$ cat config.mk
export PLATFORM = sky130hd
export DESIGN_NAME = scf_div_prep
export DESIGN_NICKNAME = d
export VERILOG_FILES = /design/src/hdl/segment_crossing_fraction_assert.svh /design/src/hdl/scf_pkg.sv /design/src/hdl/scf_div_prep.sv
export SDC_FILE = /design/constraint.sdc
export NUM_CORES = 1
export LEC_CHECK = 0
export BUFFER_PORTS_ARGS = -buffer_cell sky130_fd_sc_hd__buf_2
export CORE_MARGIN = 1.5
export CORE_UTILIZATION = 30
export DETAILED_ROUTE_END_ITERATION = 12
export GPL_ROUTABILITY_DRIVEN = 1
export SLEW_MARGIN = 20
export SYNTH_ARGS = -nofsm -noshare
export SYNTH_HDL_FRONTEND = slang
export SYNTH_SLANG_ARGS = --single-unit
$ cat constraint.sdc
create_clock -name aclk -period 5.75 [get_ports aclk]
set_clock_uncertainty 0.1 [all_clocks]
set_input_delay 0.2875 -clock aclk [delete_from_list [all_inputs] [get_ports aclk]]
set_output_delay 0.2875 -clock aclk [all_outputs]
set_load 0.01 [all_outputs]
$ cat src/hdl/segment_crossing_fraction_assert.svh
// Assertion macros for the segment crossing fraction block.
`ifndef SEGMENT_CROSSING_FRACTION_ASSERT_SVH
`define SEGMENT_CROSSING_FRACTION_ASSERT_SVH

`ifndef SYNTHESIS

// Same-cycle implication.
`define SCF_ASSERT_IMPLY(label, clk, rstn, ante, cons, msg) \
    label: assert property (@(posedge clk) disable iff (!(rstn)) (ante) |-> (cons)) \
        else $error(msg);

// Next-cycle implication.
`define SCF_ASSERT_NEXT(label, clk, rstn, ante, cons, msg) \
    label: assert property (@(posedge clk) disable iff (!(rstn)) (ante) |=> (cons)) \
        else $error(msg);

`else

`define SCF_ASSERT_IMPLY(label, clk, rstn, ante, cons, msg)
`define SCF_ASSERT_NEXT(label, clk, rstn, ante, cons, msg)

`endif

`endif

$ cat src/hdl/scf_pkg.sv
// Shared types and constants for the segment crossing fraction block.
package scf_pkg;

    localparam int COORD_W    = 16;
    localparam int DIFF_W     = 17;
    localparam int WORD_W     = 32;
    localparam int QUOT_W     = 30;
    localparam int CFG_ADDR_W = 4;
    localparam int CFG_DATA_W = 32;

    localparam logic [WORD_W-1:0] SAT_POS  = 32'h7FFF_FFFF;
    localparam logic [WORD_W-1:0] SAT_NEG  = 32'h8000_0000;
    localparam logic [WORD_W-1:0] NO_CROSS = 32'hFFFF_FFFF;

    typedef enum logic [1:0] {
        REG_SIGHT_START_X = 2'd0,
        REG_SIGHT_START_Y = 2'd1,
        REG_SIGHT_END_X   = 2'd2,
        REG_SIGHT_END_Y   = 2'd3
    } reg_index_t;

    typedef struct packed {
        logic signed [COORD_W-1:0] wall_start_x;
        logic signed [COORD_W-1:0] wall_start_y;
        logic signed [COORD_W-1:0] wall_end_x;
        logic signed [COORD_W-1:0] wall_end_y;
    } wall_t;

    typedef struct packed {
        logic                     straddles;
        logic signed [WORD_W-1:0] crossing_fraction;
    } result_t;

    typedef struct packed {
        logic signed [COORD_W-1:0] start_x;
        logic signed [COORD_W-1:0] start_y;
        logic signed [COORD_W-1:0] end_x;
        logic signed [COORD_W-1:0] end_y;
    } sight_t;

    typedef struct packed {
        logic              straddle;
        logic [WORD_W-1:0] d1;
        logic [WORD_W-1:0] d2;
    } dot_t;

    typedef struct packed {
        logic              straddle;
        logic              neg;
        logic              sat;
        logic [WORD_W-1:0] ua;
        logic [WORD_W-1:0] ub;
        logic [WORD_W-1:0] rem;
        logic [QUOT_W-1:0] quot;
    } div_t;

endpackage

$ cat src/hdl/scf_div_prep.sv
// Divider setup stages: divisor, magnitudes, sign and saturation check.
module scf_div_prep import scf_pkg::*; #(
    parameter int FRAC_BITS = 16
) (
    input  logic aclk,
    input  logic aresetn,
    input  logic in_valid,
    output logic in_ready,
    input  dot_t in_dot,
    output logic out_valid,
    input  logic out_ready,
    output div_t out_div
);

    localparam int SHIFT = QUOT_W - FRAC_BITS;

    logic              d_valid_reg, e_valid_reg, f_valid_reg;
    logic              d_straddle_reg, e_straddle_reg, e_neg_reg;
    logic [WORD_W-1:0] d_d1_reg, d_dv_reg, e_ua_reg, e_ub_reg;
    div_t              div_reg;
    div_t              div_next;
    logic              ready_d, ready_e, ready_f;

    assign ready_f  = !f_valid_reg || out_ready;
    assign ready_e  = !e_valid_reg || ready_f;
    assign ready_d  = !d_valid_reg || ready_e;
    assign in_ready = ready_d;

    always_ff @(posedge aclk) begin
        if (!aresetn) begin
            d_valid_reg <= 1'b0;
            e_valid_reg <= 1'b0;
            f_valid_reg <= 1'b0;
        end else begin
            if (ready_d) d_valid_reg <= in_valid;
            if (ready_e) e_valid_reg <= d_valid_reg;
            if (ready_f) f_valid_reg <= e_valid_reg;
        end
    end

    always_ff @(posedge aclk) begin
        if (ready_d && in_valid) begin
            d_straddle_reg <= in_dot.straddle;
            d_d1_reg       <= in_dot.d1;
            d_dv_reg       <= in_dot.d1 - in_dot.d2;
        end
        if (ready_e && d_valid_reg) begin
            e_straddle_reg <= d_straddle_reg;
            e_neg_reg      <= d_d1_reg[WORD_W-1] ^ d_dv_reg[WORD_W-1];
            e_ua_reg       <= d_d1_reg[WORD_W-1] ? (WORD_W'(0) - d_d1_reg) : d_d1_reg;
            e_ub_reg       <= d_dv_reg[WORD_W-1] ? (WORD_W'(0) - d_dv_reg) : d_dv_reg;
        end
        if (ready_f && e_valid_reg) begin
            div_reg <= div_next;
        end
    end

    // a zero divisor also lands here and saturates by the sign of d1
    always_comb begin
        div_next.straddle = e_straddle_reg;
        div_next.neg      = e_neg_reg;
        div_next.sat      = (e_ua_reg >> SHIFT) >= e_ub_reg;
        div_next.ua       = e_ua_reg;
        div_next.ub       = e_ub_reg;
        div_next.rem      = e_ua_reg >> SHIFT;
        div_next.quot     = '0;
    end

    assign out_valid = f_valid_reg;
    assign out_div   = div_reg;

endmodule

# Word level (Yosys, flattened, before mapping)
# Index checks and enable logic that the tools add are counted.
dict set report classes {
  n_lt_le_gt_ge 1
  n_addsub 3
  n_mux 2
  n_bitwise 1
  n_reduce_logical 9
}
# cell n
set op_table {}
lappend op_table {{subtractor 1 x 32 -> 32 bit, first input constant} 2}
lappend op_table {{2-to-1 mux 31 bit} 2}
lappend op_table {{>= comparator 18 x 32 -> 1 bit} 1}
lappend op_table {{subtractor 32 bit} 1}
lappend op_table {{logical AND 1 bit} 3}
lappend op_table {{zero test 1 bit} 3}
lappend op_table {{logical OR 1 bit} 3}
lappend op_table {{XOR 1 bit} 1}
dict set report word_totals {
  reg_bits 219
  out_inout_bits 131
}

# Longest topological paths before layout
# Gate-level depths: netlist of run 1.
dict set report logic_depth {
  word_depth 5
  mapped_depth 11
  ltp_nobuf 11
}

# Worst setup path after synthesis of run 1
# Ideal clock, no wire load.
dict set report synth_timing {
  path_type {register -> register}
  from {register f_valid_reg (netlist: out_valid)}
  to {register e_neg_reg, enable pin}
  path_stages_with_launch 3
  slack_ns -0.269
  t_required_ns 5.059
  setup_time_ns 0.591
  t_arrival_ns 5.328
  cell_sequence {dfxtp_1 > nor2b_1 > a21boi_0}
}
dict set report synth_between {
  elab_chain_cells 4
}
# item line
set synth_rtl {}
lappend synth_rtl {{start: declaration} scf_div_prep.sv:17} ;# logic d_valid_reg, e_valid_reg, f_valid_reg;
lappend synth_rtl {{start signal: assignment} scf_div_prep.sv:37} ;# if (ready_f) f_valid_reg <= e_valid_reg;
lappend synth_rtl {{zero test 1 bit} scf_div_prep.sv:24} ;# assign ready_f = !f_valid_reg || out_ready;
lappend synth_rtl {{logical OR 1 bit} scf_div_prep.sv:24}
lappend synth_rtl {{logical OR 1 bit} scf_div_prep.sv:25} ;# assign ready_e = !e_valid_reg || ready_f;
lappend synth_rtl {{logical AND 1 bit} scf_div_prep.sv:47} ;# if (ready_e && d_valid_reg) begin
lappend synth_rtl {{end signal: assignment} scf_div_prep.sv:49} ;# e_neg_reg <= d_d1_reg[WORD_W-1] ^ d_dv_reg[WORD_W-1];
lappend synth_rtl {{end: declaration} scf_div_prep.sv:18} ;# logic d_straddle_reg, e_straddle_reg, e_neg_reg;
# No other way between the ends.
# A chain may end at the register's enable or synchronous reset.

# Final worst setup path of run 1
dict set report layout_timing {
  from {input in_dot[32] (netlist bit)}
  to {register d_dv_reg[30], data pin}
}
dict set report layout_between {
  elab_chain_cells 1
}
# item line
set layout_rtl {}
lappend layout_rtl {{start: declaration} scf_div_prep.sv:9} ;# input dot_t in_dot,
lappend layout_rtl {{subtractor 32 bit} scf_div_prep.sv:45} ;# d_dv_reg <= in_dot.d1 - in_dot.d2;
lappend layout_rtl {{end signal: assignment} scf_div_prep.sv:45}
lappend layout_rtl {{end: declaration} scf_div_prep.sv:19} ;# logic [WORD_W-1:0] d_d1_reg, d_dv_reg, e_ua_reg, e_ub_reg;
# No other way between the ends.

==> flow_metrics.tcl, run 1 <==
set metrics [dict create \
    place_congestion 0.819 \
    grt_max_degree 68 \
    path_buf_inv 4 \
    clkTransAtPathRegs_ps 60 \
    cp.depth 13 \
    routed_wl_um 20400 \
    syn_inst 774 \
    grt_pass1_wl_um 31300 \
    hp-start "in_valid" \
    drt-initial-drc-count 254 \
    drc 0 \
    antenna_found_initial 0 \
    synth_edf_count 198 \
    required_ps 5860 \
    multi_input_area_um2 3410 \
    start_util_pct 30.6 \
    r2r_start "d_dv_reg[7]$_DFFE_PP_" \
    clock_sinks 201 \
    port_buffers 155 \
    rsz0062_at_grt "no" \
    cts_made_buffers 19 \
    setup_viol 0 \
    io_pins 200 \
    crit_family "compound AO/OA/AOI/OAI gates" \
    cts_tree "yes" \
    drv_slew 0 \
    mostFrequentLayoutCells "198 x edfxtp_1, 155 x buf_2, 77 x xnor2_1" \
    hold_path_class "in2reg" \
    die_x_um 186 \
    cp_max_fo 4 \
    drive_gt1_share_pct 21.4 \
    arrival_ps 3530 \
    fin_crit_sh_pct 59.4 \
    htreeDepth 1 \
    fin_nets 1075 \
    wire_per_inst_um 14.5 \
    die_area_um2 34400 \
    crit_slowest_cell "dlygate4sd3_1" \
    ys_warn_count 0 \
    post-route-min-period_ps 3420 \
    startpoint_type "primary input" \
    place.detailed.hpwl_um 16100 \
    cap_viol_max_count 0 \
    tightest_slew_ps 983 \
    ys_seq_area_share_pct 60.1 \
    die_h_um 186 \
    status "finished clean" \
    path_class "in2reg" \
    rows 66 \
    yosysTopAreaCellShare_pct 59.5 \
    grtUsageTotal_pct 11.6 \
    regArea_um2 6010 \
    crit_path_end_kind "flop" \
    layout_commonest_cell "edfxtp_1" \
    ant_nets 0 \
    vias_per_cell 4.38 \
    synth.distinct_cells 56 \
    synthTopCellsByArea "edfxtp_1 59%, xnor2_1 6.7%, ha_1 6.4%" \
    grt_overflow 0 \
    hold_end "d_valid_reg$_SDFFE_PN0N_" \
    fill_cells 3225 \
    root_buffer "clkbuf_16" \
    leakagePower_nw 4.63 \
    largest_reg_flops 67 \
    drt_first_pass_iters 5 \
    antennaDiodeCount 0 \
    regToRegSetupSlack_ps 3160 \
    synth_area_leader_cell "edfxtp_1" \
    final_cells 1408 \
    slowest_delay_ps 530 \
    vias 6172 \
    syn_area_um2 10000 \
    clk_path_buf_depth 3 \
    clk_latency_ps 480 \
    finalSetupTns_ps 0 \
    max_freq_ghz 0.293 \
    synth_seq_cells 201 \
    async_reset_ff_share_pct 0 \
    hold_viol_final 0 \
    syn_avg_cell_area_um2 12.9 \
    synth_ff_type "edfxtp_1" \
    crit_chain "dlygate4sd3_1 -> buf_2 -> inv_1 -> ha_1 -> fa_1 -> inv_1 -> a21oi_1 -> o21ai_0 -> a31oi_1 -> o31ai_1 -> a31oi_1 -> o21ai_0 -> xor2_1" \
    core_um2 32700 \
    relSlewSlack_pct 34.5 \
    area_delta_synth_final_pct 19.5 \
    r2r_end "e_ub_reg[28]$_DFFE_PP_" \
    postCtsSetupBuffers 0 \
    hold_depth 3 \
    first_global_vias 6053 \
    totalPowerFinal_mw 3.57 \
    dp_cells 1341 \
    ff2ff_path_depth 6 \
    power.density_nw_per_um2 299 \
    vdd_ir_drop_max_v 0.000140 \
]
[per-stage QoR]
stage | hold slack, ps | worst slack [ps] | instance area (um2) | utilization (%)
final | 57.0 | 2330 | 12000 | 36.5
after global routing | 85.4 | 2170 | 12000 | 36.5
after CTS | 45.6 | 2390 | 12000 | 36.5
after detailed placement | 305 | 2420 | 11000 | 33.7
after global placement | 301 | 2540 | 11000 | 33.7
after floorplan | 286 | 1240 | 10200 | -
[cells in the mapped netlist (all sizes together) (9+ instances only)]
cell	count
xnor2	77
nand3	13
nor2	16
a31oi	11
buf	64
edfxtp	198
xor2	12
nand2	42
o21ai	36
nor2b	9
o31ai	19
ha	51
clkbuf	12
inv	68
a21o	18
a21oi	30
o41ai	10
[how the worst max path moves through the flow]
stage | from | to | slack [ps]
5_1_grt | in_dot[32] | d_dv_reg[30]$_DFFE_PP_ | 2170
3_3_place_gp | in_dot[32] | d_dv_reg[30]$_DFFE_PP_ | 2540
4_1_cts | in_dot[32] | d_dv_reg[30]$_DFFE_PP_ | 2390
2_1_floorplan | d_valid_reg$_SDFFE_PN0N_ | d_d1_reg[0]$_DFFE_PP_ | 1240
3_5_place_dp | in_dot[32] | d_dv_reg[30]$_DFFE_PP_ | 2420
6_report | in_dot[32] | d_dv_reg[30]$_DFFE_PP_ | 2330
[report_power, final]
part / switching [mW] / internal [mW] / leakage, nW
Combinational: 0.275 / 0.236 / 2.47
Sequential: 0.102 / 1.79 / 1.89
Clock: 0.521 / 0.654 / 0.270
[routing by layer]
layer  vias up  global-route usage (%)  part of all wire, %
li1       3079                       -                    -
met1      2902                    14.7                   44
met2       153                    19.9                   48
met3        38                    1.90                  5.2
met4         0                    4.23                  2.8
met5         -                       0                    0
[kinds of logic (layout without fill, tap and decap cells)]
| family | Yosys count | count (layout) | synth area share, % |
|---|---|---|---|
| DFF | 201 | 201 | 60.1 |
| AOI/OAI and AO/OA | 151 | 151 | 10.2 |
| xor gates and xnor gates | 89 | 89 | 7.80 |
| adders and majority gates | 52 | 52 | 6.58 |
| and+or+nand+nor | 136 | 136 | 7.58 |
| buffers and inverters | 144 | 293 | 7.73 |
| other | 1 | 44 | 0.0375 |
[repair_timing]
| action | 4_1_cts | 5_1_grt |
|---|---|---|
| hold buffers | 34 | 0 |
| endpoints found under the hold margin | 36 | 0 |
| setup endpoints to repair | 0 | 0 |
| resized for setup | 0 | 0 |
[tightest hold or removal path: cells and delay by family]
kind,cells,cell delay (ps)
AO/OA/AOI/OAI,1,160
buffers and inverters,2,140
[final cells by class]
cell class                      instances  share of cell area (%)
Multi-Input combinational cell        472                    28.6
Sequential cell                       201                    50.3
Clock buffer                           19                    3.98
Inverter                               68                    2.14
Clock inverter                         14                   0.921
Timing Repair Buffer                  192                    9.53
Tap cell                              442                    4.63
Power figures use the tool's default switching activity.
==> run 2, diff against run 1 <==
==> constraint.sdc (replaced) <==
create_clock -name aclk -period 3 [get_ports aclk]
set_clock_uncertainty 0.1 [all_clocks]
set_input_delay 0.15 -clock aclk [delete_from_list [all_inputs] [get_ports aclk]]
set_output_delay 0.15 -clock aclk [all_outputs]
set_load 0.01 [all_outputs]
==> flow_metrics.tcl, run 2 (synthesis results as in run 1) <==
set metrics [dict create \
    crit_path_end_kind "flop" \
    cts_tree "yes" \
    crit_slowest_cell "dlygate4sd3_1" \
    core_um2 32700 \
    cap_viol_max_count 0 \
    post-route-min-period_ps 2840 \
    vias_per_cell 4.38 \
    relSlewSlack_pct 34.9 \
    clkTransAtPathRegs_ps 60 \
    p_int_mw 5.48 \
    hold_path_class "in2reg" \
    crit_chain "dlygate4sd3_1 -> buf_2 -> inv_1 -> ha_1 -> fa_1 -> inv_1 -> a21oi_1 -> o21ai_0 -> a31oi_1 -> o31ai_2 -> a31oi_1 -> o21ai_0 -> xor2_1" \
    required_ps 3130 \
    fill_cells 3209 \
    switching_power_mw 1.74 \
    clk_latency_ps 490 \
    die_h_um 186 \
    die_x_um 186 \
    grt_overflow 0 \
    rsz0062_at_grt "no" \
    place.detailed.hpwl_um 16700 \
    wire_per_inst_um 15.0 \
    hold_viol_final 0 \
    first_global_vias 6030 \
    grt_pass1_wl_um 31600 \
    vias 6221 \
    postCtsSetupBuffers 0 \
    routed_wl_um 21300 \
    die_area_um2 34400 \
    cts_made_buffers 20 \
    postLayoutCellArea_um2 12200 \
    area_delta_synth_final_pct 21.8 \
    layout_commonest_cell "edfxtp_1" \
    root_buffer "clkbuf_16" \
    status "finished clean" \
    leakagePower_nw 4.75 \
    vdd_ir_drop_max_v 0.000273 \
    grt_max_degree 66 \
    pwr-share-seq_pct 50.1 \
    drt-initial-drc-count 272 \
    p_sw_share_pct 24.1 \
    clk_path_buf_depth 3 \
    regArea_um2 6010 \
    post_dp_cell_area_um2 11100 \
    totalPowerFinal_mw 7.22 \
    fin_nets 1086 \
    drc 0 \
    largest_reg_flops 67 \
    slowest_delay_ps 530 \
    path_class "in2reg" \
    multi_input_area_um2 3420 \
    setup_viol 0 \
    drive_gt1_share_pct 21.9 \
    arrival_ps 2970 \
    ff2ff_path_depth 6 \
    antennaDiodeCount 0 \
    port_buffers 155 \
    grtUsageTotal_pct 11.9 \
    max_freq_ghz 0.352 \
    fin_crit_sh_pct 94.7 \
    mostFrequentLayoutCells "198 x edfxtp_1, 155 x buf_2, 77 x xnor2_1" \
    io_pins 200 \
    place_congestion 0.847 \
    startpoint_type "primary input" \
    ant_nets 0 \
    clockPowerShare_pct 35.8 \
    start_util_pct 30.6 \
    pwr-share-comb_pct 14.1 \
    drv_slew 0 \
    antenna_found_initial 0 \
    rows 66 \
    cp_max_fo 2 \
    hold_depth 3 \
    htreeDepth 1 \
    power.density_nw_per_um2 593 \
    drt_first_pass_iters 5 \
    tightest_slew_ps 977 \
    clock_sinks 201 \
]
-- run 2: changes by cell type in the layout (fill, tap and decap cells not counted), sizes merged --
cell         previous run  this run
clkinv                  7         5
clkbuf                 19        27
buf                   158       165
dlygate4sd3            34        37
clkinvlp                6         1
bufinv                  1         3
-- run 2: worst paths after layout --
check | startpoint | endpoint | slack, ps
worst max-delay path | in_dot[32] | d_dv_reg[30]$_DFFE_PP_ | 160
worst min-delay path | out_ready | out_valid$_SDFFE_PN0P_ | 40
worst max register to register | d_d1_reg[15]$_DFFE_PP_ | e_ua_reg[29]$_DFFE_PP_ | 410
worst min register to register | e_ua_reg[4]$_DFFE_PP_ | out_div[98]$_DFFE_PP_ | 320
-- run 2: power groups by stage --
| stage | logic (mW) | clock network (mW) | registers, mW |
|---|---|---|---|
| detailed placement | 0.981 | 0 | 3.68 |
| global placement | 0.959 | 0 | 3.67 |
| global route | 1.13 | 2.75 | 3.65 |
| floorplan | 0.746 | 0 | 3.61 |
| CTS | 1.02 | 2.65 | 3.62 |
| finish | 1.02 | 2.59 | 3.62 |
-- run 2: routing by layer --
metal | vias to the layer above | routed length, um | GRT usage, %
met5 | - | 0 | 0
met4 | 0 | 750 | 5.06
met3 | 45 | 1060 | 1.96
met2 | 160 | 10200 | 20.3
met1 | 2904 | 9240 | 14.7
li1 | 3112 | - | -
-- run 2: stage by stage --
stage / worst slack [ps] / hold WS [ps] / TNS (ps) / cells / util, %
floorplan: -115 / 149 / -7460 / 817 / -
global placement: 247 / 226 / 0 / 1348 / 34.0
global route: 53.4 / 49.7 / 0 / 1421 / 37.2
detailed placement: 175 / 229 / 0 / 1348 / 34.0
finish: 159 / 41.5 / 0 / 1421 / 37.2
CTS: 146 / 24.7 / 0 / 1421 / 37.2
-- run 2: what timing repair did --
action / 4_1_cts / 5_1_grt
endpoints found under the setup margin: 0 / 1
endpoints found under the hold margin: 38 / 0
gates resized for setup: 0 / 1
hold buffers: 37 / 0
-- run 2: worst max-delay path, delay by kind of cell --
| kind | cells | cell delay, ps |
|---|---|---|
| buf+inv | 4 | 760 |
| xor+xnor | 1 | 110 |
| compound gates | 6 | 1350 |
| fa+ha+maj | 2 | 600 |
-- run 2: final cells by class --
type,instances,area share (%)
inverters,68,2.10
flip-flops and latches,201,49.3
multi-input cells,472,28.1
well taps,442,4.54
clock inverters,9,0.976
clock buffers,27,4.66
repair buffers,202,10.3
==> run 3, diff against run 2 <==
--- a/config.mk
+++ b/config.mk
@@ -5,11 +5,12 @@
 export SDC_FILE = /design/constraint.sdc
 export NUM_CORES = 1
 export LEC_CHECK = 0
-export BUFFER_PORTS_ARGS = -buffer_cell sky130_fd_sc_hd__buf_2
+export BUFFER_PORTS_ARGS = -buffer_cell sky130_fd_sc_hd__buf_4
 export CORE_MARGIN = 1.5
 export CORE_UTILIZATION = 30
 export DETAILED_ROUTE_END_ITERATION = 12
 export GPL_ROUTABILITY_DRIVEN = 1
+export REMOVE_ABC_BUFFERS = 1
 export SLEW_MARGIN = 20
 export SYNTH_ARGS = -nofsm -noshare
 export SYNTH_HDL_FRONTEND = slang
==> flow_metrics.tcl, run 3 (synthesis results as in run 1) <==
set metrics [dict create \
    mostFrequentLayoutCells "198 x edfxtp_1, 162 x buf_4, 77 x xnor2_1" \
    fin_util_pct 38.5 \
    cap_viol_max_count 0 \
    htreeDepth 1 \
    ff2ff_path_depth 6 \
    dp_slack_ps 249 \
    io_pins 200 \
    drt-initial-drc-count 276 \
    relSlewSlack_pct 33.0 \
    place.detailed.hpwl_um 17000 \
    die_area_um2 34400 \
    rsz0062_at_grt "no" \
    hold_viol_final 0 \
    fin_crit_sh_pct 93.5 \
    vdd_ir_drop_max_v 0.000323 \
    startpoint_type "primary input" \
    path_class "in2reg" \
    area_delta_synth_final_pct 26.1 \
    ant_nets 0 \
    crit_path_end_kind "flop" \
    fill_cells 3157 \
    leakagePower_nw 4.91 \
    vias_per_cell 4.35 \
    drv_slew 0 \
    start_util_pct 30.6 \
    grtUsageTotal_pct 12.2 \
    status "finished clean" \
    finalWorstSetupSlack_ps 194 \
    die_x_um 186 \
    crit_family "compound AO/OA/AOI/OAI gates" \
    hold_path_class "in2reg" \
    crit_start "in_dot[39]" \
    tightest_slew_ps 1010 \
    crit_chain "dlygate4sd3_1 -> buf_4 -> ha_1 -> a21o_1 -> and2_1 -> a2111oi_4 -> a21oi_1 -> a21o_1 -> a211oi_2 -> o311ai_0" \
    first_global_vias 6057 \
    slowest_delay_ps 540 \
    finalSetupTns_ps 0 \
    max_freq_ghz 0.356 \
    layout_commonest_cell "edfxtp_1" \
    clk_latency_ps 500 \
    grt_max_degree 66 \
    antenna_found_initial 1 \
    die_h_um 186 \
    totalPowerFinal_mw 7.39 \
    largest_reg_flops 67 \
    cts_tree "yes" \
    clock_sinks 201 \
    fin_nets 1087 \
    drive_gt1_share_pct 22.2 \
    grt_pass1_wl_um 32300 \
    core_um2 32700 \
    cts_made_buffers 21 \
    r2r_start "d_dv_reg[7]$_DFFE_PP_" \
    routed_wl_um 21600 \
    place_congestion 0.819 \
    setup_viol 0 \
    root_buffer "clkbuf_16" \
    cp-endpoint "d_dv_reg[29]$_DFFE_PP_" \
    cp_max_fo 6 \
    regToRegSetupSlack_ps 350 \
    power.density_nw_per_um2 586 \
    drc 0 \
    critPathMostFrequentCell "a21o_1" \
    clk_path_buf_depth 3 \
    drt_first_pass_iters 4 \
    arrival_ps 2920 \
    vias 6190 \
    required_ps 3110 \
    path_buf_inv 2 \
    port_buffers 155 \
    wire_per_inst_um 15.2 \
    cp.depth 10 \
    rows 66 \
    r2r_end "e_ub_reg[28]$_DFFE_PP_" \
    crit_slowest_cell "dlygate4sd3_1" \
    post-route-min-period_ps 2810 \
    grt_overflow 0 \
    clkTransAtPathRegs_ps 60 \
]
==> run 3: cell count changes in the layout (fill, tap and decap cells not counted), sizes merged <==
cell and change:
inv +3, clkbuf -2, bufinv +1, diode +1
==> run 3: repair_timing <==
| action | 4_1_cts | 5_1_grt |
|---|---|---|
| endpoints found under the setup margin | 0 | 1 |
| resized for setup | 0 | 1 |
| setup buffers | 0 | 0 |
| hold buffers | 37 | 0 |
| endpoints found under the hold margin | 39 | 0 |
==> run 3: worst min path at each step <==
stage / start / end / depth (start not counted) / slack [ps]
final: out_ready / out_valid$_SDFFE_PN0P_ / 3 / 30
after global routing: out_ready / out_valid$_SDFFE_PN0P_ / 3 / 20
after CTS: out_ready / out_valid$_SDFFE_PN0P_ / 3 / 2
after detailed placement: in_dot[64] / d_straddle_reg$_DFFE_PP_ / 1 / 230
after global placement: in_dot[64] / d_straddle_reg$_DFFE_PP_ / 1 / 230
after floorplan: in_dot[32] / d_d1_reg[0]$_DFFE_PP_ / 0 / 150
==> run 3: where the power goes <==
| part | internal [mW] | switching [mW] |
|---|---|---|
| sequential | 3.42 | 0.178 |
| combinational | 0.516 | 0.559 |
| clock | 1.65 | 1.06 |
==> run 3: cell type report <==
cell class | count | area, um2 | share of cell area, %
Antenna cell | 1 | 2.50 | 0.0199
Clock buffer | 25 | 541 | 4.29
Clock inverter | 13 | 185 | 1.47
Inverter | 68 | 255 | 2.03
Multi-Input combinational cell | 472 | 3410 | 27.1
Sequential cell | 201 | 6010 | 47.7
Tap cell | 442 | 553 | 4.39
Timing Repair Buffer | 202 | 1650 | 13.1
==> run 3: worst min-delay path, stage by stage <==
cell and delay [ps]:
buf_4 80, nor2b_1 140, o21a_1 210
==> run 3: metal layers <==
layer / vias to the layer above / GRT usage [%] / routed length, um
met5: - / 0 / 0
met1: 2928 / 14.9 / 9320
met3: 21 / 1.80 / 896
met4: 0 / 3.16 / 347
met2: 127 / 22.4 / 11000
li1: 3114 / - / -
==> run 3: per-stage QoR <==
step	instance area, um2	hold WS, ps	cells
after CTS	12600	2.49	1423
after global routing	12600	23.2	1424
after detailed placement	11500	231	1348
final	12600	26.0	1424
after floorplan	9640	149	741
after global placement	11500	229	1348
