### src/hdl/segment_crossing_fraction_assert.svh
// Assertion macros for the segment crossing fraction block.
`ifndef SEGMENT_CROSSING_FRACTION_ASSERT_SVH
`define SEGMENT_CROSSING_FRACTION_ASSERT_SVH

`ifndef SYNTHESIS

// Same-cycle implication.
`define SCF_ASSERT_IMPLY(label, clk, rstn, ante, cons, msg) \
    label: assert property (@(posedge clk) disable iff (!(rstn)) (ante) |-> (cons)) \
        else $error(msg);

// Next-cycle implication.
`define SCF_ASSERT_NEXT(label, clk, rstn, ante, cons, msg) \
    label: assert property (@(posedge clk) disable iff (!(rstn)) (ante) |=> (cons)) \
        else $error(msg);

`else

`define SCF_ASSERT_IMPLY(label, clk, rstn, ante, cons, msg)
`define SCF_ASSERT_NEXT(label, clk, rstn, ante, cons, msg)

`endif

`endif

### src/hdl/scf_pkg.sv
// Shared types and constants for the segment crossing fraction block.
package scf_pkg;

    localparam int COORD_W    = 16;
    localparam int DIFF_W     = 17;
    localparam int WORD_W     = 32;
    localparam int QUOT_W     = 30;
    localparam int CFG_ADDR_W = 4;
    localparam int CFG_DATA_W = 32;

    localparam logic [WORD_W-1:0] SAT_POS  = 32'h7FFF_FFFF;
    localparam logic [WORD_W-1:0] SAT_NEG  = 32'h8000_0000;
    localparam logic [WORD_W-1:0] NO_CROSS = 32'hFFFF_FFFF;

    typedef enum logic [1:0] {
        REG_SIGHT_START_X = 2'd0,
        REG_SIGHT_START_Y = 2'd1,
        REG_SIGHT_END_X   = 2'd2,
        REG_SIGHT_END_Y   = 2'd3
    } reg_index_t;

    typedef struct packed {
        logic signed [COORD_W-1:0] wall_start_x;
        logic signed [COORD_W-1:0] wall_start_y;
        logic signed [COORD_W-1:0] wall_end_x;
        logic signed [COORD_W-1:0] wall_end_y;
    } wall_t;

    typedef struct packed {
        logic                     straddles;
        logic signed [WORD_W-1:0] crossing_fraction;
    } result_t;

    typedef struct packed {
        logic signed [COORD_W-1:0] start_x;
        logic signed [COORD_W-1:0] start_y;
        logic signed [COORD_W-1:0] end_x;
        logic signed [COORD_W-1:0] end_y;
    } sight_t;

    typedef struct packed {
        logic              straddle;
        logic [WORD_W-1:0] d1;
        logic [WORD_W-1:0] d2;
    } dot_t;

    typedef struct packed {
        logic              straddle;
        logic              neg;
        logic              sat;
        logic [WORD_W-1:0] ua;
        logic [WORD_W-1:0] ub;
        logic [WORD_W-1:0] rem;
        logic [QUOT_W-1:0] quot;
    } div_t;

endpackage

### src/hdl/scf_div_step.sv
// One restoring divide stage: settles a single quotient bit.
module scf_div_step import scf_pkg::*; #(
    parameter int FRAC_BITS = 16,
    parameter int BIT       = 0
) (
    input  logic aclk,
    input  logic aresetn,
    input  logic in_valid,
    output logic in_ready,
    input  div_t in_div,
    output logic out_valid,
    input  logic out_ready,
    output div_t out_div
);

    logic              valid_reg;
    div_t              div_reg;
    div_t              div_next;
    logic              nbit;
    logic [WORD_W:0]   r2;
    logic [WORD_W+1:0] trial;
    logic              ge;

    // dividend is ua shifted up by the fraction width; bring down its next bit
    generate
        if (BIT >= FRAC_BITS) begin : g_dividend_bit
            assign nbit = in_div.ua[BIT-FRAC_BITS];
        end else begin : g_zero_bit
            assign nbit = 1'b0;
        end
    endgenerate

    always_comb begin
        r2              = {in_div.rem, nbit};
        trial           = {1'b0, r2} - {2'b00, in_div.ub};
        ge              = !trial[WORD_W+1];
        div_next        = in_div;
        div_next.rem    = ge ? trial[WORD_W-1:0] : r2[WORD_W-1:0];
        div_next.quot[BIT] = ge;
    end

    assign in_ready = !valid_reg || out_ready;

    always_ff @(posedge aclk) begin
        if (!aresetn) begin
            valid_reg <= 1'b0;
        end else if (in_ready) begin
            valid_reg <= in_valid;
        end
    end

    always_ff @(posedge aclk) begin
        if (in_ready && in_valid) begin
            div_reg <= div_next;
        end
    end

    assign out_valid = valid_reg;
    assign out_div   = div_reg;

endmodule

### config.mk
export PLATFORM = sky130hd
export DESIGN_NAME = scf_div_step
export DESIGN_NICKNAME = d
export VERILOG_FILES = /design/src/hdl/segment_crossing_fraction_assert.svh /design/src/hdl/scf_pkg.sv /design/src/hdl/scf_div_step.sv
export SDC_FILE = /design/constraint.sdc
export NUM_CORES = 1
export LEC_CHECK = 0
export ABC_CLOCK_PERIOD_IN_PS = 7510
export BUFFER_PORTS_ARGS = -buffer_cell sky130_fd_sc_hd__buf_2
export CELL_PAD_IN_SITES_DETAIL_PLACEMENT = 1
export CELL_PAD_IN_SITES_GLOBAL_PLACEMENT = 2
export CORE_MARGIN = 2
export CORE_UTILIZATION = 33
export CTS_CLUSTER_SIZE = 12
export DETAILED_ROUTE_END_ITERATION = 8
export GPL_TIMING_DRIVEN = 0
export PLACE_DENSITY = 0.84
export SETUP_SLACK_MARGIN = 0.4
export SKIP_CTS_REPAIR_TIMING = 1
export SYNTH_ARGS = -nofsm -noshare
export SYNTH_HDL_FRONTEND = slang
export SYNTH_SLANG_ARGS = --single-unit
### constraint.sdc
create_clock -name aclk -period 7.51 [get_ports aclk]
set_input_delay 1.1265 -clock aclk [delete_from_list [all_inputs] [get_ports aclk]]
set_output_delay 1.1265 -clock aclk [all_outputs]
set_load 0.01 [all_outputs]
Yosys cells after proc, flatten, opt, wreduce, memory -nomap -nowiden
Cells that the tools add are included.
Operators by class
  add/sub/neg operators: 1
  $mul: 0
  div/mod/pow operators: 0
  magnitude comparators: 0
  equality and inequality tests: 0
  shift-type cells: 0
  mux-type cells: 1
  bitwise logic cells: 0
  reductions and logical operators: 4
Operators by type and width (count)
  33-bit by 32-bit subtractor with 34-bit output: 1
  32-bit 2-to-1 mux: 1
  1-bit logical NOT: 2
  1-bit logical AND: 1
  1-bit logical OR: 1
Word-level totals
  bits in registers: 130
  latch bits: 0
  memory bits (writable): 0
  bits in read-only memories: 0
  input bits: 133
  output and inout bits: 131
  word-level logic and storage cells: 15
  memories kept: 0

Logic depth before layout (Yosys ltp)
Gate-level depths: netlist (run 1).
  depth in word-level cells: 3
  gate-level depth with buffers: 13
  mapped depth without buffers: 11

Least setup slack after synthesis (run 1)
OpenSTA, ideal clock, no wires.
  path kind: input-to-reg
  start: input port out_ready
  end: register div_reg (netlist bit out_div[0]), enable pin
  library setup time: 0.504 ns
  arrival time: 4.303 ns
  required time: 7.006 ns
  slack: 2.703 ns
  cell stages on the path: 2
  buffers on the path: 0
  path through: nand2b_1 -> and2_1
On the way
  word-level cells in the longest chain between the ends: 2
Ends and longest elaborated chain
  start: declaration: RTL line scf_div_step.sv:12  | input logic out_ready,
  1-bit logical OR: RTL line scf_div_step.sv:42  | assign in_ready = !valid_reg || out_ready;
  1-bit logical AND: RTL line scf_div_step.sv:53  | if (in_ready && in_valid) begin
  end signal: assignment: RTL line scf_div_step.sv:54  | div_reg <= div_next;
  end: declaration: RTL line scf_div_step.sv:17  | div_t div_reg;
Every way passes these cells.
A chain may end at the register's enable or synchronous reset.

==> results of run 1 <==
[power by group]
group,internal (mW),switching (mW)
clock,0.438,0.359
sequential,0.870,0.0135
combinational,0.174,0.219
[worst register-to-register path, stage by stage (launching register included)]
cell                       delay, ps
sky130_fd_sc_hd__dfxtp_1         330
sky130_fd_sc_hd__nand2b_1        110
sky130_fd_sc_hd__and2_4          430
sky130_fd_sc_hd__buf_12          310
sky130_fd_sc_hd__buf_16          310
[cells in the mapped netlist (4+ instances only)]
cell type,count
sky130_fd_sc_hd__a21o_1,7
sky130_fd_sc_hd__mux2_4,16
sky130_fd_sc_hd__nand2_1,24
sky130_fd_sc_hd__o31ai_1,8
sky130_fd_sc_hd__xnor2_1,20
sky130_fd_sc_hd__o21a_1,4
sky130_fd_sc_hd__edfxtp_1,129
sky130_fd_sc_hd__nor2_1,16
sky130_fd_sc_hd__ha_1,31
sky130_fd_sc_hd__nand3_1,5
sky130_fd_sc_hd__a21oi_1,37
sky130_fd_sc_hd__nand2b_1,5
sky130_fd_sc_hd__nor3_1,6
sky130_fd_sc_hd__xor2_1,4
sky130_fd_sc_hd__a2111oi_0,4
sky130_fd_sc_hd__a211oi_1,4
sky130_fd_sc_hd__and3_1,8
sky130_fd_sc_hd__mux2_2,6
sky130_fd_sc_hd__o21ai_0,22
sky130_fd_sc_hd__inv_1,37
[state kept, by name (all words and copies together) (netlist names)]
register / flops
out_div: 129
out_valid: 1
[area by class of cell]
cell class | count | area [um^2]
tap | 234 | 293
fill | 2029 | 10200
timing repair buffer | 265 | 1360
sequential | 130 | 3890
multi-input combinational | 281 | 2150
inverter | 39 | 149
clock inverter | 15 | 140
clock buffer | 17 | 425
buffer | 7 | 47.5
[final timing paths]
path	slack, ps	cells past startpoint	from	to
hold / removal	610	2	out_valid	out_valid
setup / recovery	3830	10	in_div[30]	out_div[56]
hold reg to reg	610	2	out_valid	out_valid
setup reg to reg	5660	4	out_valid	out_div[63]
[routing by layer]
metal  track usage [%]  wire [um]
met1              20.8       7310
met2              35.8      10300
met3              5.77       1330
met4              8.16        596
met5                 0         36
[cells by family (layout without fill, tap and decap cells)]
family	Yosys count	after routing	share of synthesized area (%)
buffers and inverters	46	343	3.15
muxes	22	22	4.93
AOI/OAI and AO/OA	119	119	12.7
xor gates and xnor gates	24	24	3.37
adders and majority gates	32	32	6.54
and+or+nand+nor	84	84	6.84
DFF	130	130	62.4
==> run metrics, run 1 <==
clk_skew 10.1 ps; post-synthesis instance area between 0.006 and 0.007 mm^2; DR vias ~4900; share of synthesized area occupied by flip-flops and latches 62.4%; count of synthesis-stage warnings from yosys 0; half-perimeter wire length of the detailed placement result 15700 um; data required time at the worst endpoint 7680 ps; summed negative setup slack over all endpoints 0 ps; global-route wire length before repair slightly below 30000 um; placement-stage cell area 0.00790 mm^2; number of buffer and inverter stages on the critical path 1; post-detailed-routing wire length roughly 20000 um; crit path max fanout 4; Max IR drop VDD approximately 0.15 mV; register clock-pin slew on the reported worst setup and hold paths approximately 70 ps; number of design rule violations left after detail routing 0; Synth Instances approximately 460; Placed Cells incl. Taps 956; final period utilization 49.0%; Final Wtd Congestion around 0.8; via count of the first global-routing pass approximately 5200; number of clock sinks 130; fraction of post-synthesis cell area in the top cell type by area between 60% and 70%; biggest area consumer among synthesized cells sky130_fd_sc_hd__edfxtp_1; commonest register cell after synthesis sky130_fd_sc_hd__edfxtp_1; die area 0.0200 mm^2; Critical Path End Type flop; number of distinct library cells after synthesis between 50 and 60; number of DRC markers after the initial detailed-route iteration about 300; leakage dissipation about 3.7 nW; Worst-Margin Slew just over 900 ps; critical path's top delay family compound AO/OA/AOI/OAI gates; cell chain of the critical path buf_2 > fa_1 > a211oi_1 > o211a_1 > o31ai_2 > a21oi_1 > o21ai_0 > o21ai_0 > xnor2_1 > mux2_4; library cell appearing most often on the critical path sky130_fd_sc_hd__o21ai_0; overall die height 141 um; post-detailed-route wirelength per cell 19.8 um; deepest level of the CTS H-tree 4; final hold violations 0; clock latency at the later pin of the worst-skew pair 420 ps; MaxCap Viol Count 0; Critical Setup Path Class input pin to flop; row count 50; maximum number of pins on one net before global-route repair 60; result of the run finished, final reports clean; Post-Route Utilization roughly 45%; ranking of synthesized cells by area sky130_fd_sc_hd__edfxtp_1 62%, sky130_fd_sc_hd__ha_1 6.2%, sky130_fd_sc_hd__mux2_4 3.9%; total gr overflow 0; Die Wd about 140 um; Arr. time, crit path ~3900 ps; average cell area after synthesis 13.6 um^2; # nets final approximately 900; number of register bits inferred by synthesis 130; Pwr per Cell Area 245 mW/mm^2; unrepaired setup endpoints after global routing no; Rel. slew slack 37.2%; Final setup viols 0; Antenna Diode Count 0; ANT nets after route 0; number of flops mapped to enable cells by yosys about 130; number of buffers created by CTS 17; async set-or-reset flop fraction in the synthesized netlist 0%; maximum clock rate between 200 and 300 MHz; Final Instance Area around 0.0085 mm^2; maximum clock insertion buffer count 2; total track usage 19.5%; TritonCTS clock tree built; ratio of cells with drive above 1 in the final layout between 40 and 50%; worst hold path type flop to flop; final number of max-transition violations 0; number of I/O port buffers 262; initial antenna violation count 3; CP Launch Type input pin; Initial Utilization 33.5%; smallest hold slack 607 ps; Place WS 3420 ps; signed area change from the synthesized netlist to the final layout 35.7%; commonest cells after routing, fill and taps aside 265 x sky130_fd_sc_hd__buf_2, 129 x sky130_fd_sc_hd__edfxtp_1, 37 x sky130_fd_sc_hd__inv_1, 37 x sky130_fd_sc_hd__a21oi_1, 31 x sky130_fd_sc_hd__ha_1; Floorplan Core Area roughly 0.019 mm^2; Final min period about 3700 ps; Vias/cell 4.94; peak per-stage delay on the critical path 490 ps; overall power between 2 and 2.5 mW; I/O pin total about 260; Layout Cells excl Fill about 990; number of iterations in the first detailed-routing pass 4; Slowest-stage cell, CP sky130_fd_sc_hd__fa_1; CTS Root Buffer Type sky130_fd_sc_hd__clkbuf_16; commonest non-fill, non-tap cell in the layout sky130_fd_sc_hd__buf_2; worst-case setup margin in the final layout ~3800 ps; net count of the mapped netlist slightly above 600
Power figures use the tool's default switching activity.
==> inputs of run 2 (changes only) <==
- ABC_CLOCK_PERIOD_IN_PS: 7510 -> 3100
- CORE_UTILIZATION: 33 -> 27
- PLACE_DENSITY: 0.84 -> 0.73
- clock period: 7.51 -> 3.1 ns (I/O delays scaled with it)
==> run metrics, run 2 (synthesis gave the netlist of run 1 again) <==
result of the run finished, final reports clean (unchanged); Pwr per Cell Area 577 mW/mm^2 (was 245 mW/mm^2); Critical Path Start in_div[63] (was in_div[30]); worst r2r src out_valid (unchanged); # nets final 914 (was 906); half-perimeter wire length of the detailed placement result 15300 um (was 15700 um); row count 55 (was 50); via count of the first global-routing pass 5182 (was 5230); signed area change from the synthesized netlist to the final layout 42.9% (was 35.7%); Vias/cell 4.69 (was 4.94); MaxCap Viol Count 0 (unchanged); capture point of the critical path out_div[58] (was out_div[56]); final number of max-transition violations 0 (unchanged); Register-to-Register Path Depth 3 (was 4); global-route wire length before repair 28900 um (was 29400 um); CP Launch Type input pin (unchanged); commonest cells after routing, fill and taps aside 261 x sky130_fd_sc_hd__buf_2, 129 x sky130_fd_sc_hd__edfxtp_1, 32 x sky130_fd_sc_hd__inv_1 (was 265 x sky130_fd_sc_hd__buf_2, 129 x sky130_fd_sc_hd__edfxtp_1, 37 x sky130_fd_sc_hd__inv_1, 37 x sky130_fd_sc_hd__a21oi_1, 31 x sky130_fd_sc_hd__ha_1); flip-flop count of the largest register, all copies and words added 129 (unchanged); Final Wtd Congestion 0.782 (was 0.803); Initial Utilization 27.5% (was 33.5%); area taken by flip-flops and latches 0.00389 mm^2 (unchanged); total track usage 15.7% (was 19.5%); number of DRC markers after the initial detailed-route iteration 213 (was 298); leakage dissipation 3.82 nW (was 3.75 nW); number of clock sinks 130 (unchanged); overall die height 156 um (was 141 um); commonest non-fill, non-tap cell in the layout sky130_fd_sc_hd__buf_2 (unchanged); Critical Setup Path Class input pin to flop (unchanged); placement-stage cell area 0.00815 mm^2 (was 0.00790 mm^2); number of iterations in the first detailed-routing pass 4 (unchanged); R2R Path End out_div[48] (was out_div[63]); Final min period roughly 2700 ps; total gr overflow 0 (unchanged); post-detailed-routing wire length 19800 um (was 19600 um); I/O pin total 264 (unchanged); peak per-stage delay on the critical path 520 ps (was 490 ps); number of buffers created by CTS 17 (unchanged); count of fill cells added during filler insertion 2503 (was 2029); final period utilization 88.0%; maximum clock insertion buffer count 2 (unchanged); Rel. slew slack 35.5% (was 37.2%); post-detailed-route wirelength per cell 18.9 um (was 19.8 um); worst hold path type input pin to flop (was flop to flop); maximum number of pins on one net before global-route repair 74 (was 60); Max IR drop VDD 0.315 mV (was 0.152 mV); ANT nets after route 0 (unchanged); Final Instance Area 0.00892 mm^2 (was 0.00846 mm^2); deepest level of the CTS H-tree 4 (unchanged); number of design rule violations left after detail routing 0 (unchanged); Register-to-Register Setup Slack 1130 ps (was 5660 ps); Floorplan Core Area 0.0226 mm^2 (was 0.0186 mm^2); maximum clock rate 367 MHz; clock latency at the later pin of the worst-skew pair 420 ps (about the same); number of I/O port buffers 262 (unchanged); CTS Root Buffer Type sky130_fd_sc_hd__clkbuf_16 (unchanged); ratio of cells with drive above 1 in the final layout 50.4% (was 44.7%); register clock-pin slew on the reported worst setup and hold paths 70 ps (about the same); Final setup viols 0 (unchanged); clk_skew 18.8 ps (was 10.1 ps); summed negative setup slack over all endpoints 0 ps (unchanged); TritonCTS clock tree built (unchanged); smallest hold slack 216 ps (was 607 ps); unrepaired setup endpoints after global routing yes (was no); Critical Path End Type flop (unchanged); cell chain of the critical path buf_4 > inv_4 > fa_2 > a211oi_4 > o211a_1 > o31ai_4 > o41a_1 > a41oi_4 > o21ai_1 > a21boi_1 > mux2_4 (was buf_2 > fa_1 > a211oi_1 > o211a_1 > o31ai_2 > a21oi_1 > o21ai_0 > o21ai_0 > xnor2_1 > mux2_4); DR vias 4922 (was 4882); initial antenna violation count 2 (was 3); die area 0.0243 mm^2 (was 0.0200 mm^2); data required time at the worst endpoint 3270 ps (was 7680 ps); Arr. time, crit path 2900 ps (was 3850 ps); Die Wd 156 um (was 141 um); final hold violations 0 (unchanged); Worst-Margin Slew 967 ps (was 933 ps); Slowest-stage cell, CP sky130_fd_sc_hd__o41a_1 (was sky130_fd_sc_hd__fa_1); crit path max fanout 4 (unchanged); area of the multi-input gates 0.00241 mm^2 (was 0.00215 mm^2)
## run 2: worst min-delay path by stage
stage | start | to | slack [ps] | cells past startpoint
after floorplan | in_div[100] | out_div[100] | 560 | 0
after global placement | out_valid | out_valid | 510 | 2
after detailed placement | out_valid | out_valid | 560 | 2
after CTS | in_div[18] | out_div[18] | 190 | 1
after global routing | in_div[18] | out_div[18] | 190 | 1
final | in_div[113] | out_div[113] | 220 | 1
## run 2: layer usage
metal | wire length, um | part of all wire [%] | up-vias | global-route usage (%)
met3 | 1210 | 6.1 | 13 | 4.17
met4 | 234 | 1.2 | 0 | 4.67
met2 | 10300 | 52 | 173 | 28.7
li1 | - | - | 2333 | -
met5 | 0 | 0 | - | 0
met1 | 8130 | 41 | 2403 | 18.0
## run 2: metrics by stage
| step | total power [mW] | utilization [%] | instances | setup slack (ps) |
|---|---|---|---|---|
| global route | 5.38 | 39.4 | 1049 | 342 |
| CTS | 5.16 | 38.5 | 1038 | 78.9 |
| floorplan | 2.79 | - | 457 | 324 |
| detailed placement | 3.18 | 36.0 | 1006 | -356 |
| finish | 5.15 | 39.4 | 1049 | 372 |
| global placement | 3.15 | 35.8 | 1004 | -1010 |
## run 2: area by class of cell
type	instances	area share [%]
antenna	2	0.0561
buffer	7	1.08
clock buffer	17	4.77
clock inverter	15	1.53
inverter	39	1.89
multi-input combinational	281	27.1
sequential	130	43.7
tap	285	4.00
timing repair buffer	273	15.9
## run 2: report_power, final
group          total [mW]  switching (mW)  internal, mW
Clock                1.95           0.891          1.06
Combinational        1.05           0.569         0.484
Sequential           2.14          0.0315          2.11
Total                5.15            1.49          3.66
## run 2: critical path, delay by kind of cell
family | cells | cell delay, ps
adder cells (fa/ha/maj) | 1 | 420
AO/OA/AOI/OAI | 7 | 1600
multiplexers | 1 | 260
buffers and inverters | 2 | 140
==> inputs of run 3 (changes only) <==
- ABC_AREA: unset -> 1
- CORE_UTILIZATION: 27 -> 26
- PLACE_DENSITY: 0.73 -> 0.75
==> run metrics, run 3 <==
Post-Route Utilization 35.3% (was 39.4%); Worst-Margin Slew 807 ps (was 967 ps); deepest level of the CTS H-tree 4 (unchanged); Arr. time, crit path 2400 ps (was 2900 ps); CP Launch Type input pin (unchanged); Placed Cells incl. Taps 1385 (was 1006); register clock-pin slew on the reported worst setup and hold paths 70 ps (about the same); initial antenna violation count 2 (unchanged); smallest hold slack 201 ps (was 216 ps); worst-case setup margin in the final layout 892 ps (was 372 ps); sequential group share of total power 41.6% (about the same); Slowest-stage cell, CP sky130_fd_sc_hd__fa_1 (was sky130_fd_sc_hd__o41a_1); via count of the first global-routing pass 6289 (was 5182); Final min period 2210 ps (was 2730 ps); Synth Area in Compound Gates 1.90% (was 12.7%); commonest cells after routing, fill and taps aside 277 x sky130_fd_sc_hd__nand2_1, 267 x sky130_fd_sc_hd__buf_2, 148 x sky130_fd_sc_hd__inv_1 (was 261 x sky130_fd_sc_hd__buf_2, 129 x sky130_fd_sc_hd__edfxtp_1, 32 x sky130_fd_sc_hd__inv_1); switching power 1.58 mW (was 1.49 mW); total track usage 16.0% (was 15.7%); flip-flop count of the largest register, all copies and words added 129 (unchanged); most frequent cells after synthesis 277 x sky130_fd_sc_hd__nand2_1, 150 x sky130_fd_sc_hd__inv_1, 129 x sky130_fd_sc_hd__edfxtp_1 (was 129 x sky130_fd_sc_hd__edfxtp_1, 37 x sky130_fd_sc_hd__a21oi_1, 37 x sky130_fd_sc_hd__inv_1); number of clock sinks 130 (unchanged); Rel. slew slack 46.1% (was 35.5%); number of register bits inferred by synthesis 130 (unchanged); area share of xor/xnor cells in the synthesized design 1.74% (was 3.37%); number of distinct library cells after synthesis 30 (was 58); average cell area after synthesis 9.06 um^2 (was 13.6 um^2); ratio of cells with drive above 1 in the final layout 31.1% (was 50.4%); most frequent cell after synthesis sky130_fd_sc_hd__nand2_1 (was sky130_fd_sc_hd__edfxtp_1); peak per-stage delay on the critical path 530 ps (was 520 ps); async set-or-reset flop fraction in the synthesized netlist 0% (unchanged); post-synthesis instance area 0.00705 mm^2 (was 0.00624 mm^2); number of DRC markers after the initial detailed-route iteration 231 (was 213); MaxCap Viol Count 0 (unchanged); post-detailed-route wirelength per cell 15.9 um (was 18.9 um); count of synthesis-stage warnings from yosys 0 (unchanged); combinational family with the most area after synthesis simple AND/OR/NAND/NOR gates (was compound AO/OA/AOI/OAI gates); Critical Setup Path Class input pin to flop (unchanged); half-perimeter wire length of the detailed placement result 18400 um (was 15300 um); ANT nets after route 0 (unchanged); net count of the mapped netlist 943 (was 622); commonest non-fill, non-tap cell in the layout sky130_fd_sc_hd__nand2_1 (was sky130_fd_sc_hd__buf_2); net switching share of the total power 31.0% (was 29.0%); global-route wire length before repair 34600 um (was 28900 um); TritonCTS clock tree built (unchanged); overall die height 169 um (was 156 um); DR vias 6059 (was 4922); result of the run finished, final reports clean (unchanged); fraction of post-synthesis cell area in the top cell type by area 55.0% (was 62.1%); final period utilization 71.2% (was 88.0%); mux contribution to synthesized area 0% (was 4.93%); Max IR drop VDD 0.254 mV (was 0.315 mV); Synth Instances 778 (was 457); final hold violations 0 (unchanged); I/O pin total 264 (unchanged); Place WS 429 ps (was -356 ps); CTS Root Buffer Type sky130_fd_sc_hd__clkbuf_16 (unchanged); final number of max-transition violations 0 (unchanged); # nets final 1228 (was 914); number of buffers created by CTS 17 (unchanged); number of flops mapped to enable cells by yosys 129 (unchanged); internal power 3.53 mW (was 3.66 mW); Final Instance Area 0.00947 mm^2 (was 0.00892 mm^2); clock latency at the later pin of the worst-skew pair 430 ps (was 420 ps); row count 60 (was 55); share of total power in the clock network 39.2% (was 38.0%); Floorplan Core Area 0.0268 mm^2 (was 0.0226 mm^2); post-detailed-routing wire length 22500 um (was 19800 um); unrepaired setup endpoints after global routing no (was yes); clk_skew 10.4 ps (was 18.8 ps); Vias/cell 4.27 (was 4.69); placement-stage cell area 0.00890 mm^2 (was 0.00815 mm^2); Pwr per Cell Area 540 mW/mm^2 (was 577 mW/mm^2); maximum clock rate 453 MHz (was 367 MHz); adder-cell area share of the yosys netlist 5.79% (was 6.54%); Initial Utilization 26.3% (was 27.5%); maximum clock insertion buffer count 2 (unchanged); total gr overflow 0 (unchanged); Critical Path End Type flop (unchanged); Die Wd 169 um (was 156 um); leakage dissipation 4.81 nW (was 3.82 nW); ranking of synthesized cells by area sky130_fd_sc_hd__edfxtp_1 55%, sky130_fd_sc_hd__nand2_1 15%, sky130_fd_sc_hd__inv_1 8.0% (was sky130_fd_sc_hd__edfxtp_1 62%, sky130_fd_sc_hd__ha_1 6.2%, sky130_fd_sc_hd__mux2_4 3.9%); number of I/O port buffers 262 (unchanged); Synth Area in Simple Gates 26.1% (was 6.84%); number of iterations in the first detailed-routing pass 4 (unchanged); signed area change from the synthesized netlist to the final layout 34.3% (was 42.9%); maximum number of pins on one net before global-route repair 33 (was 74); number of design rule violations left after detail routing 0 (unchanged); biggest area consumer among synthesized cells sky130_fd_sc_hd__edfxtp_1 (unchanged); data required time at the worst endpoint 3300 ps (was 3270 ps); Layout Cells excl Fill 1418 (was 1049); library cell appearing most often on the critical path sky130_fd_sc_hd__nand2_1; Gate power share 19.2% (was 20.4%); commonest register cell after synthesis sky130_fd_sc_hd__edfxtp_1 (unchanged); worst hold path type input pin to flop (unchanged); crit path max fanout 5 (was 4); Final setup viols 0 (unchanged); share of synthesized area occupied by flip-flops and latches 55.2% (was 62.4%); cell chain of the critical path buf_2 > inv_1 > fa_1 > nand3_1 > nand3_1 > nand2_1 > nand2_1 > nand2_1 > nand2_1 > nand2_1 > nand3b_1 > nand3_2 > nand2_1 (was buf_4 > inv_4 > fa_2 > a211oi_4 > o211a_1 > o31ai_4 > o41a_1 > a41oi_4 > o21ai_1 > a21boi_1 > mux2_4); Final Wtd Congestion 0.819 (was 0.782); die area 0.0284 mm^2 (was 0.0243 mm^2)
-- run 3: final cells by class --
| class | instances | area (um^2) |
|---|---|---|
| diodes | 1 | 2.50 |
| plain buffers | 10 | 86.3 |
| clock buffers | 17 | 425 |
| clock inverters | 15 | 140 |
| fillers | 3171 | 17300 |
| inverters | 150 | 576 |
| multi-input cells | 488 | 2520 |
| flip-flops and latches | 130 | 3890 |
| well taps | 341 | 427 |
| repair buffers | 266 | 1400 |
-- run 3: worst max-delay path, delay by kind of cell --
| family | cells | cell delay, ps |
|---|---|---|
| and+or+nand+nor | 10 | 1210 |
| adders and majority gates | 1 | 530 |
| buffers and inverters | 2 | 190 |
-- run 3: logic make-up after synthesis --
group                      after synthesis
AOI/OAI and AO/OA                       25
xor gates and xnor gates                14
adders and majority gates               32
buffers and inverters                  160
DFF                                    130
and+or+nand+nor                        417
-- run 3: per-layer routing --
layer  wire length, um  up-vias  global-route usage, %  part of all wire (%)
met5                36        -                      0                  0.16
met4               257        4                   4.50                   1.1
met3              1290       23                   3.88                   5.7
met2             10900      173                   27.7                    49
met1             10000     2798                   19.8                    44
li1                  -     3061                      -                     -
-- run 3: power by group through the flow --
| stage | sequential, mW | combinational [mW] | clock (mW) |
|---|---|---|---|
| finish | 2.13 | 0.981 | 2.00 |
| global route | 2.14 | 1.11 | 2.13 |
| CTS | 2.13 | 1.01 | 2.08 |
| detailed placement | 2.17 | 1.01 | 0 |
| global placement | 2.18 | 0.974 | 0 |
| floorplan | 2.25 | 0.503 | 0 |
-- run 3: worst paths after layout --
| kind | cells after the start | from | slack [ps] | endpoint |
|---|---|---|---|---|
| min | 1 | in_div[102] | 200 | out_div[102] |
| max reg2reg | 3 | out_valid | 1290 | out_div[99] |
| min reg2reg | 2 | out_valid | 540 | out_valid |
| max | 13 | in_div[62] | 890 | out_div[58] |
-- run 3: per-stage QoR --
step           TNS, ps  total power, mW
2_1_floorplan        0             2.75
6_report             0             5.11
3_3_place_gp   -134410             3.15
3_5_place_dp         0             3.17
5_1_grt              0             5.38
4_1_cts              0             5.22
